===== config.mk =====
export PLATFORM = sky130hd
export DESIGN_NAME = object_dictionary_table_top
export DESIGN_NICKNAME = d
export VERILOG_FILES = /design/src/rtl/core/odt_pkg.sv /design/src/rtl/core/odt_table.sv /design/src/rtl/core/odt_ctrl.sv /design/src/rtl/core/object_dictionary_table_top.sv
export SDC_FILE = /design/constraint.sdc
export NUM_CORES = 1
export LEC_CHECK = 0
export BUFFER_PORTS_ARGS = -buffer_cell sky130_fd_sc_hd__buf_4
export CORE_UTILIZATION = 45
export CTS_CLUSTER_SIZE = 28
export DETAILED_ROUTE_END_ITERATION = 7
export MAX_ROUTING_LAYER = met4
export PLACE_DENSITY = 0.59
export SYNTH_ARGS = -nofsm -noshare
export SYNTH_HDL_FRONTEND = slang
export SYNTH_HIERARCHICAL = 1
export SYNTH_SLANG_ARGS = --single-unit

===== constraint.sdc =====
create_clock -name clock -period 14.42 [get_ports clock]
set_clock_uncertainty 0.05 [all_clocks]
set_input_delay 2.163 -clock clock [delete_from_list [all_inputs] [get_ports clock]]
set_output_delay 2.163 -clock clock [all_outputs]
set_load 0.005 [all_outputs]

===== src/rtl/core/odt_pkg.sv =====
// ----------------------------------------------------------------------------
// odt_pkg
// Types, constants and helpers for the object dictionary table.
// ----------------------------------------------------------------------------
package odt_pkg;

   localparam int MAX_ENTRIES = 16;
   localparam int CNT_W       = $clog2(MAX_ENTRIES + 1);
   localparam int ADDR_W      = (MAX_ENTRIES > 1) ? $clog2(MAX_ENTRIES) : 1;

   localparam logic [1:0] FUNC_REGISTER = 2'd0;
   localparam logic [1:0] FUNC_READ     = 2'd1;
   localparam logic [1:0] FUNC_WRITE    = 2'd2;

   typedef struct packed {
      logic [1:0]  func;
      logic [15:0] object_index;
      logic [7:0]  object_subindex;
      logic [7:0]  length;
      logic [31:0] value;
      logic        protect;
   } req_type;

   typedef struct packed {
      logic        ok;
      logic [31:0] read_value;
      logic [2:0]  read_len;
   } rsp_type;

   typedef struct packed {
      logic [15:0] key_index;
      logic [7:0]  key_subindex;
      logic [2:0]  size;
      logic        locked;
      logic [31:0] value;
   } entry_type;

   typedef struct packed {
      logic              en;
      logic [ADDR_W-1:0] addr;
      entry_type         entry;
   } tbl_wr_type;

   typedef struct packed {
      logic              en;
      logic [ADDR_W-1:0] addr;
   } tbl_rd_type;

   // low n bytes set, n from 1 to 4
   function automatic logic [31:0] byte_mask(input logic [2:0] n);
      logic [31:0] m;
      begin
         unique case (n)
            3'd1:    m = 32'h0000_00FF;
            3'd2:    m = 32'h0000_FFFF;
            3'd3:    m = 32'h00FF_FFFF;
            3'd4:    m = 32'hFFFF_FFFF;
            default: m = 32'h0000_0000;
         endcase
         return m;
      end
   endfunction

endpackage


===== src/rtl/core/odt_table.sv =====
// ----------------------------------------------------------------------------
// odt_table
// Entry store: one write port, one read port with registered read data.
// ----------------------------------------------------------------------------
module odt_table
   import odt_pkg::*;
(
   input  logic       clock,
   input  tbl_wr_type wr,
   input  tbl_rd_type rd,
   output entry_type  rd_entry
);

   entry_type mem [MAX_ENTRIES];
   entry_type rd_entry_ff;

   always_ff @(posedge clock) begin
      if (wr.en) begin
         mem[wr.addr] <= wr.entry;
      end
   end

   always_ff @(posedge clock) begin
      if (rd.en) begin
         rd_entry_ff <= mem[rd.addr];
      end
   end

   assign rd_entry = rd_entry_ff;

endmodule


===== src/rtl/core/odt_ctrl.sv =====
// ----------------------------------------------------------------------------
// odt_ctrl
// Sequencer: appends entries and scans the table one entry a cycle through
// a single key comparator.
// ----------------------------------------------------------------------------
module odt_ctrl
   import odt_pkg::*;
(
   input  logic       clock,
   input  logic       reset,
   input  logic       start,
   input  req_type    req_data,
   output logic       busy,
   output logic       rsp_valid,
   output rsp_type    rsp_data,
   output tbl_wr_type wr,
   output tbl_rd_type rd,
   input  entry_type  rd_entry
);

   typedef enum logic [1:0] {
      ST_IDLE,
      ST_DECODE,
      ST_SCAN
   } state_type;

   state_type       state_ff;
   req_type         req_ff;
   logic [CNT_W-1:0] count_ff;
   logic [CNT_W-1:0] ptr_ff;
   logic [ADDR_W-1:0] cmp_ptr_ff;
   logic            cmp_vld_ff;
   logic            rsp_valid_ff;
   rsp_type         rsp_ff;

   logic            hit;
   logic            reg_ok;
   logic            table_full;
   logic [2:0]      wr_bytes;
   logic [31:0]     wr_mask;

   assign table_full = (count_ff == CNT_W'(MAX_ENTRIES));
   assign reg_ok     = (req_ff.length >= 8'd1) && (req_ff.length <= 8'd4) && !table_full;
   assign hit        = cmp_vld_ff
                       && (rd_entry.key_index == req_ff.object_index)
                       && (rd_entry.key_subindex == req_ff.object_subindex);
   assign wr_bytes   = (req_ff.length < {5'd0, rd_entry.size}) ? req_ff.length[2:0]
                                                               : rd_entry.size;
   assign wr_mask    = byte_mask(wr_bytes);

   always_comb begin
      wr       = '0;
      rd       = '0;
      rd.addr  = ptr_ff[ADDR_W-1:0];
      if (state_ff == ST_DECODE && req_ff.func == FUNC_REGISTER && reg_ok) begin
         wr.en                 = 1'b1;
         wr.addr               = count_ff[ADDR_W-1:0];
         wr.entry.key_index    = req_ff.object_index;
         wr.entry.key_subindex = req_ff.object_subindex;
         wr.entry.size         = req_ff.length[2:0];
         wr.entry.locked       = req_ff.protect;
         wr.entry.value        = req_ff.value & byte_mask(req_ff.length[2:0]);
      end else if (state_ff == ST_SCAN && hit && req_ff.func == FUNC_WRITE
                   && !rd_entry.locked) begin
         wr.en          = 1'b1;
         wr.addr        = cmp_ptr_ff;
         wr.entry       = rd_entry;
         wr.entry.value = (rd_entry.value & ~wr_mask) | (req_ff.value & wr_mask);
      end
      if (state_ff == ST_SCAN && !hit && ptr_ff < count_ff) begin
         rd.en = 1'b1;
      end
   end

   always_ff @(posedge clock) begin
      if (reset) begin
         state_ff     <= ST_IDLE;
         count_ff     <= '0;
         cmp_vld_ff   <= 1'b0;
         rsp_valid_ff <= 1'b0;
      end else begin
         rsp_valid_ff <= 1'b0;
         unique case (state_ff)
            ST_IDLE: begin
               if (start) begin
                  req_ff   <= req_data;
                  state_ff <= ST_DECODE;
               end
            end
            ST_DECODE: begin
               rsp_ff     <= '0;
               ptr_ff     <= '0;
               cmp_vld_ff <= 1'b0;
               priority if (req_ff.func == FUNC_REGISTER) begin
                  rsp_ff.ok    <= reg_ok;
                  rsp_valid_ff <= 1'b1;
                  state_ff     <= ST_IDLE;
                  if (reg_ok) begin
                     count_ff <= count_ff + CNT_W'(1);
                  end
               end else if (req_ff.func == FUNC_READ
                            || (req_ff.func == FUNC_WRITE && req_ff.length != 8'd0)) begin
                  state_ff <= ST_SCAN;
               end else begin
                  rsp_valid_ff <= 1'b1;
                  state_ff     <= ST_IDLE;
               end
            end
            ST_SCAN: begin
               cmp_vld_ff <= rd.en;
               if (rd.en) begin
                  ptr_ff     <= ptr_ff + CNT_W'(1);
                  cmp_ptr_ff <= ptr_ff[ADDR_W-1:0];
               end
               if (hit) begin
                  rsp_valid_ff <= 1'b1;
                  state_ff     <= ST_IDLE;
                  if (req_ff.func == FUNC_READ) begin
                     rsp_ff.ok         <= 1'b1;
                     rsp_ff.read_value <= rd_entry.value;
                     rsp_ff.read_len   <= rd_entry.size;
                  end else begin
                     rsp_ff.ok <= !rd_entry.locked;
                  end
               end else if (!rd.en && !cmp_vld_ff) begin
                  rsp_valid_ff <= 1'b1;
                  state_ff     <= ST_IDLE;
               end
            end
            default: begin
               state_ff <= ST_IDLE;
            end
         endcase
      end
   end

   assign busy      = (state_ff != ST_IDLE);
   assign rsp_valid = rsp_valid_ff;
   assign rsp_data  = rsp_ff;

endmodule


===== src/rtl/core/object_dictionary_table_top.sv =====
// ----------------------------------------------------------------------------
// object_dictionary_table_top
// Keyed object table: register, read and write of dictionary entries.
// Register and failed decode results are registered from the decode state;
// read/write results come from the table scan, one table entry compared a cycle.
// One beat at a time: busy falls as the result strobe rises, so the next beat can
// be accepted at the edge ending the strobe; the receiver cannot stall.
// Reset clears the entry count; table contents are not cleared.
// ----------------------------------------------------------------------------
module object_dictionary_table_top
   import odt_pkg::*;
(
   input  logic    clock,
   input  logic    reset,
   input  logic    start,
   input  req_type req_data,
   output logic    busy,
   output logic    rsp_valid,
   output rsp_type rsp_data
);

   tbl_wr_type wr;
   tbl_rd_type rd;
   entry_type  rd_entry;

   odt_ctrl u_ctrl (
      .clock     (clock),
      .reset     (reset),
      .start     (start),
      .req_data  (req_data),
      .busy      (busy),
      .rsp_valid (rsp_valid),
      .rsp_data  (rsp_data),
      .wr        (wr),
      .rd        (rd),
      .rd_entry  (rd_entry)
   );

   odt_table u_table (
      .clock    (clock),
      .wr       (wr),
      .rd       (rd),
      .rd_entry (rd_entry)
   );

   a_accept_busy: assert property (@(posedge clock) disable iff (reset)
      (start && !busy) |=> busy)
      else $error("accepted beat did not raise busy");

   a_one_rsp: assert property (@(posedge clock) disable iff (reset)
      rsp_valid |=> !rsp_valid)
      else $error("result strobe on consecutive cycles");

   a_wr_busy: assert property (@(posedge clock) disable iff (reset)
      wr.en |-> (busy && !rd.en))
      else $error("table write outside an operation or during scan read");

endmodule

# After elaboration in Yosys (flattened, before gate mapping)
# Memories as Yosys holds them, arrays and structs flattened. A register that Yosys moved wholly into a read port is not among the register bits.
# Index checks and enable logic that the tools add are counted.
[word_totals] register_bits=121 memories=1 out_inout_bits=38 mem_bits_rw=960 in_bits=70
[classes] n_eq_ne=20 n_bitwise=6 magnitude_cmp=4 n_addsub=2 n_mux=28 n_reduce_logical=31
[memory_table] name="u_table.mem" words=16 width=60 read_ports=1 rd_clocked_by_memory_dff=1 write_ports=1 line="odt_table.sv:14" rtl="entry_type mem [MAX_ENTRIES];"
[op_table] op="$pmux 32 s4" n=2
[op_table] op="$mux 65" n=2
[op_table] op="$and 32x32->32" n=3
[op_table] op="$pmux 36 s2" n=1
[op_table] op="$mux 36" n=1
[op_table] op="$mux 35" n=1
[op_table] op="$mux 32" n=1
[op_table] op="$not 32->32" n=1
[op_table] op="$or 32x32->32" n=1
[op_table] op="$eq 16x16->1" n=1
[op_table] op="$reduce_and 3->1" n=5
[op_table] op="$logic_and 1x1->1" n=13
[op_table] op="$eq 3x2->1 const B" n=4
[op_table] op="$add 5x1->5 const B" n=2
[op_table] op="$mux 2" n=5
[op_table] op="$pmux 5 s2" n=1
[op_table] op="$mux 1" n=9
[op_table] op="$eq 8x8->1" n=1
[op_table] op="$ge 8x1->1 const B" n=1
[op_table] op="$le 8x3->1 const B" n=1
[op_table] op="$lt 8x3->1" n=1
[op_table] op="$reduce_bool 8->1" n=1
[op_table] op="$eq 3x1->1 const B" n=2
[op_table] op="$eq 3x3->1 const B" n=2
[op_table] op="18 further kinds" n=29

# Logic depth before layout (Yosys ltp)
[logic_depth] ltp_word=12 mapped_depth=10 ltp_nobuf=9

# Cells and area by module
# The synthesis kept the hierarchy.
[by_module_without_submodules] mod="odt_table" seq_area_each_um2=30629.4 cells_each=1548 area_per_inst_um2=37707.4 instances=1
[by_module_without_submodules] mod="odt_ctrl" seq_area_each_um2=3543.4 cells_each=411 area_per_inst_um2=5626.6 instances=1

# Worst setup path before layout
# OpenSTA, ideal clock, no wires.
[synth_timing] path_kind="flip-flop to flip-flop" from="register u_ctrl/req_ff[34] (netlist bit)" to="memory u_table/mem[0][0] (netlist bit), enable pin" path_slack_ns=7.561 n_path_buf=2 synth_period_minus_slack_ns=6.859 required_time_ns=13.818 setup_ns=0.552 stages_incl_launch_ff=9 t_arrival_ns=6.257 path_cell_list="edfxtp_1 > nor2_1 > xor2_1 > nor3_1 > buf_2 > clkbuf_1 > a22o_1 > or3b_2 > nor3_1"
[synth_lines] element="start: declaration" line="odt_ctrl.sv:28" rtl="req_type req_ff;"
[synth_lines] element="start signal: assignment" line="odt_ctrl.sv:86" rtl="req_ff <= req_data;"
[synth_lines] element="end: declaration" line="odt_table.sv:14"

==> metrics.csv <==
stage,metric,value,unit
outcome,status,"finished, final reports clean",
grt,antenna_found_initial,2,
sta,hold_ws,0.4799,ns
sta,setup_tns,0,ns
pwr,leakage,16.27,nW
setup_path,worst-r2r-setup-slack,8.74,ns
sta,grt_setup_unrepaired,no,
pwr,p_per_area,134.6,mW/mm^2
clocking,h-tree-depth,3,
logic_synthesis,synth_flop_cell,edfxtp_1,
grt,grt_usage,21.29,%
clocking,cts.clk_slew.worst_paths,0.06,ns
layout,syn_to_final_growth,13.50,%
floorplanning,die_x,312.3,um
sta,clock.fmax,176.0,MHz
sta,period_needed,5.683,ns
logic_synthesis,syn-cell-area,0.04333,sq mm
sta,slew_violations,0,
setup_path,cp.required,14.66,ns
logic_synthesis,synth.ff_latch_count,1141,
clocking,cts_hold_buffers,0,
clocking,cts_root_buffer,clkbuf_16,
logic_synthesis,synthTopCellsByArea,"edfxtp_1, mux4_2, a22oi_1",
setup_path,reg2reg_depth,10,
floorplanning,rows,113,
routing,postRouteAntennaNets,0,
sta,setup_ws,8.737,ns
setup_path,crit_arrival,5.92,ns
logic_synthesis,synth_edf_count,1132,
layout,drive_gt1_share,25.78,%
setup_path,r2r-start,u_ctrl/state_ff[0]$_SDFFE_PP0P_,
routing,avgRoutedWirePerCell,28.51,um
grt,grt_max_degree,153,
sta,slew_headroom,12.29,%
logic_synthesis,syn_area_per_cell,22.12,sq um
setup_path,path_class,register to register,
logic_synthesis,yosysWarnings,6,
placement,gp_congestion,0.8161,
layout,fin_util,51.69,%
clocking,cts_tree,done,
clocking,numCtsBuffers,114,
routing,num_vias,20353,
clocking,ctsLongestPathBuffers,3,
placement,numPortBuffers,107,
floorplanning,start_util,45.54,%
logic_synthesis,netlist_instances,1959,
routing,vias_per_cell,5.855,
setup_path,path_max_fanout,38,
logic_synthesis,synth.distinct_cells,55,
clocking,cts_sinks,1141,
layout,layout_common_cells,"edfxtp_1, mux4_2, buf_4, a22oi_1, clkbuf_16",
setup_path,startpoint_type,register,
flow_run,cap_violations,0,
pwr,vdd_drop_max,0.1183,mV
worst_hold_path,holdPathStages,2,
layout,fin_nets,2199,
grt,grt_pass1_wl,146.7,mm
layout,layout_commonest_cell,edfxtp_1,
routing,drc,0,
sta,tightest_slew,1.316,ns
logic_synthesis,synth_top_area_share,78.44,%
sta,finalSetupViolCount,0,
setup_path,cp-startpoint,u_ctrl/state_ff[0]$_SDFFE_PP0P_,
layout,fillers,7478,
clocking,clkLatencyLatePin,0.69,ns
placement,dpl.hpwl,53.63,mm
routing,first_pass_iters,5,
floorplanning,core_area,0.09515,sq mm
worst_hold_path,hold_class,register to register,
logic_synthesis,yosysTopAreaCell,edfxtp_1,
layout,antenna_cells,0,
floorplanning,pin_count,108,
logic_synthesis,syn-num-nets,2041,
placement,pre_cts_slack,8.724,ns
floorplanning,die_h,312.3,um
logic_synthesis,ys_seq_area_share,78.86,%
grt,grt_overflow,0,
pwr,totalPowerFinal,0.006618,W
clocking,post_cts.repair.setup_buffers,0,
sta,hold_violations,0,
clocking,ctsResizeCount,0,
setup_path,crit_path_end,u_table/mem[7][9]$_DFFE_PP_,
grt,grt_pass1_vias,21688,
setup_path,critPathCaptureType,register,
routing,drt_iter0_markers,2110,
floorplanning,dieArea,0.09754,sq mm
routing,wl,99.11,mm
setup_path,r2r_end,u_table/mem[7][9]$_DFFE_PP_,
logic_synthesis,async_flop_share,0,%
sta,fin_crit_sh,39.41,%
==> critical path: stages, from the launching register on <==
cell and delay, ns:
dfxtp_1 0.34, inv_1 0.09, ha_2 0.85, inv_1 0.38, nor3_1 0.40, and3_2 0.27, buf_4 0.56, a22o_1 0.31
nand3b_1 0.31, nor2_4 0.94, buf_4 0.74
==> logic make-up (layout without fill, tap and decap cells) <==
logic type / count (synthesis) / count (layout) / synth area share, %
compound gates: 212 / 212 / 3.811
simple gates: 199 / 199 / 2.353
mux: 246 / 246 / 12.63
flops: 1141 / 1141 / 78.86
buf+inv: 115 / 367 / 1.317
xor+xnor: 34 / 34 / 0.6872
fa+ha+maj: 12 / 12 / 0.3465
==> metal layers <==
layer / vias up / track usage [%] / share of wire [%]
li1: 8572 / - / -
met1: 10946 / 28.73 / 43
met2: 665 / 33.93 / 49
met3: 170 / 3.364 / 5.5
met4: 0 / 5.660 / 2.4
met5: - / - / 0
==> metrics by stage <==
stage               cells  instance area [sq um]
floorplan            1959                  43330
global placement     3266                  45660
detailed placement   3266                  45660
CTS                  3476                  49180
global route         3476                  49180
finish               3476                  49180
==> power breakdown <==
group / total (W) / switching, W / internal, W
Combinational: 0.000170 / 0.0000911 / 0.0000787
Clock: 0.00282 / 0.00122 / 0.00160
Sequential: 0.00363 / 0.0000106 / 0.00362
Total: 0.00662 / 0.00132 / 0.00529
==> flip-flops by register name, indices dropped and copies added (netlist names) <==
| register | cells |
|---|---|
| u_ctrl/rsp_data | 36 |
| u_ctrl/count_ff | 5 |
| u_ctrl/state_ff | 2 |
| u_table/rd_entry | 60 |
| u_ctrl/cmp_vld_ff | 1 |
| u_ctrl/req_ff | 67 |
| u_table/mem | 960 |
| u_ctrl/rsp_valid | 1 |
| u_ctrl/cmp_ptr_ff | 4 |
| u_ctrl/ptr_ff | 5 |
==> cell usage after synthesis (8+ instances only) <==
library cell	n
clkbuf_1	39
a22oi_1	121
a21oi_1	10
a22o_1	54
nand2_1	78
inv_1	14
mux4_2	240
a32o_1	8
dfxtp_1	9
ha_1	12
buf_4	9
buf_6	10
nor2_1	34
edfxtp_1	1132
xnor2_1	31
buf_1	19
and2_1	37
buf_2	24
nand4_1	10
==> final cells by class <==
cell class              instances  area (sq um)  share of cell area (%)
flip-flops and latches       1141         34170                   69.48
multi-input cells             703          8750                   17.79
clock buffers                 154          3034                   6.169
well taps                    1265          1583                   3.218
repair buffers                143          1099                   2.234
clock inverters                56         491.7                  0.9998
inverters                      14         53.80                  0.1094
==> worst min-delay path by stage <==
stage,from,to,slack (ns)
detailed placement,u_ctrl/state_ff[0]$_SDFFE_PP0P_,u_ctrl/state_ff[0]$_SDFFE_PP0P_,0.47
global route,u_table/rd_entry[0]$_DFFE_PP_,u_ctrl/rsp_data[3]$_SDFFCE_PN0P_,0.52
floorplan,u_ctrl/state_ff[0]$_SDFFE_PP0P_,u_ctrl/state_ff[0]$_SDFFE_PP0P_,0.42
finish,u_ctrl/state_ff[0]$_SDFFE_PP0P_,u_ctrl/state_ff[0]$_SDFFE_PP0P_,0.48
global placement,u_ctrl/state_ff[0]$_SDFFE_PP0P_,u_ctrl/state_ff[0]$_SDFFE_PP0P_,0.44
CTS,u_ctrl/state_ff[0]$_SDFFE_PP0P_,u_ctrl/state_ff[0]$_SDFFE_PP0P_,0.48
No activity file was read; power rests on OpenSTA's default activity.
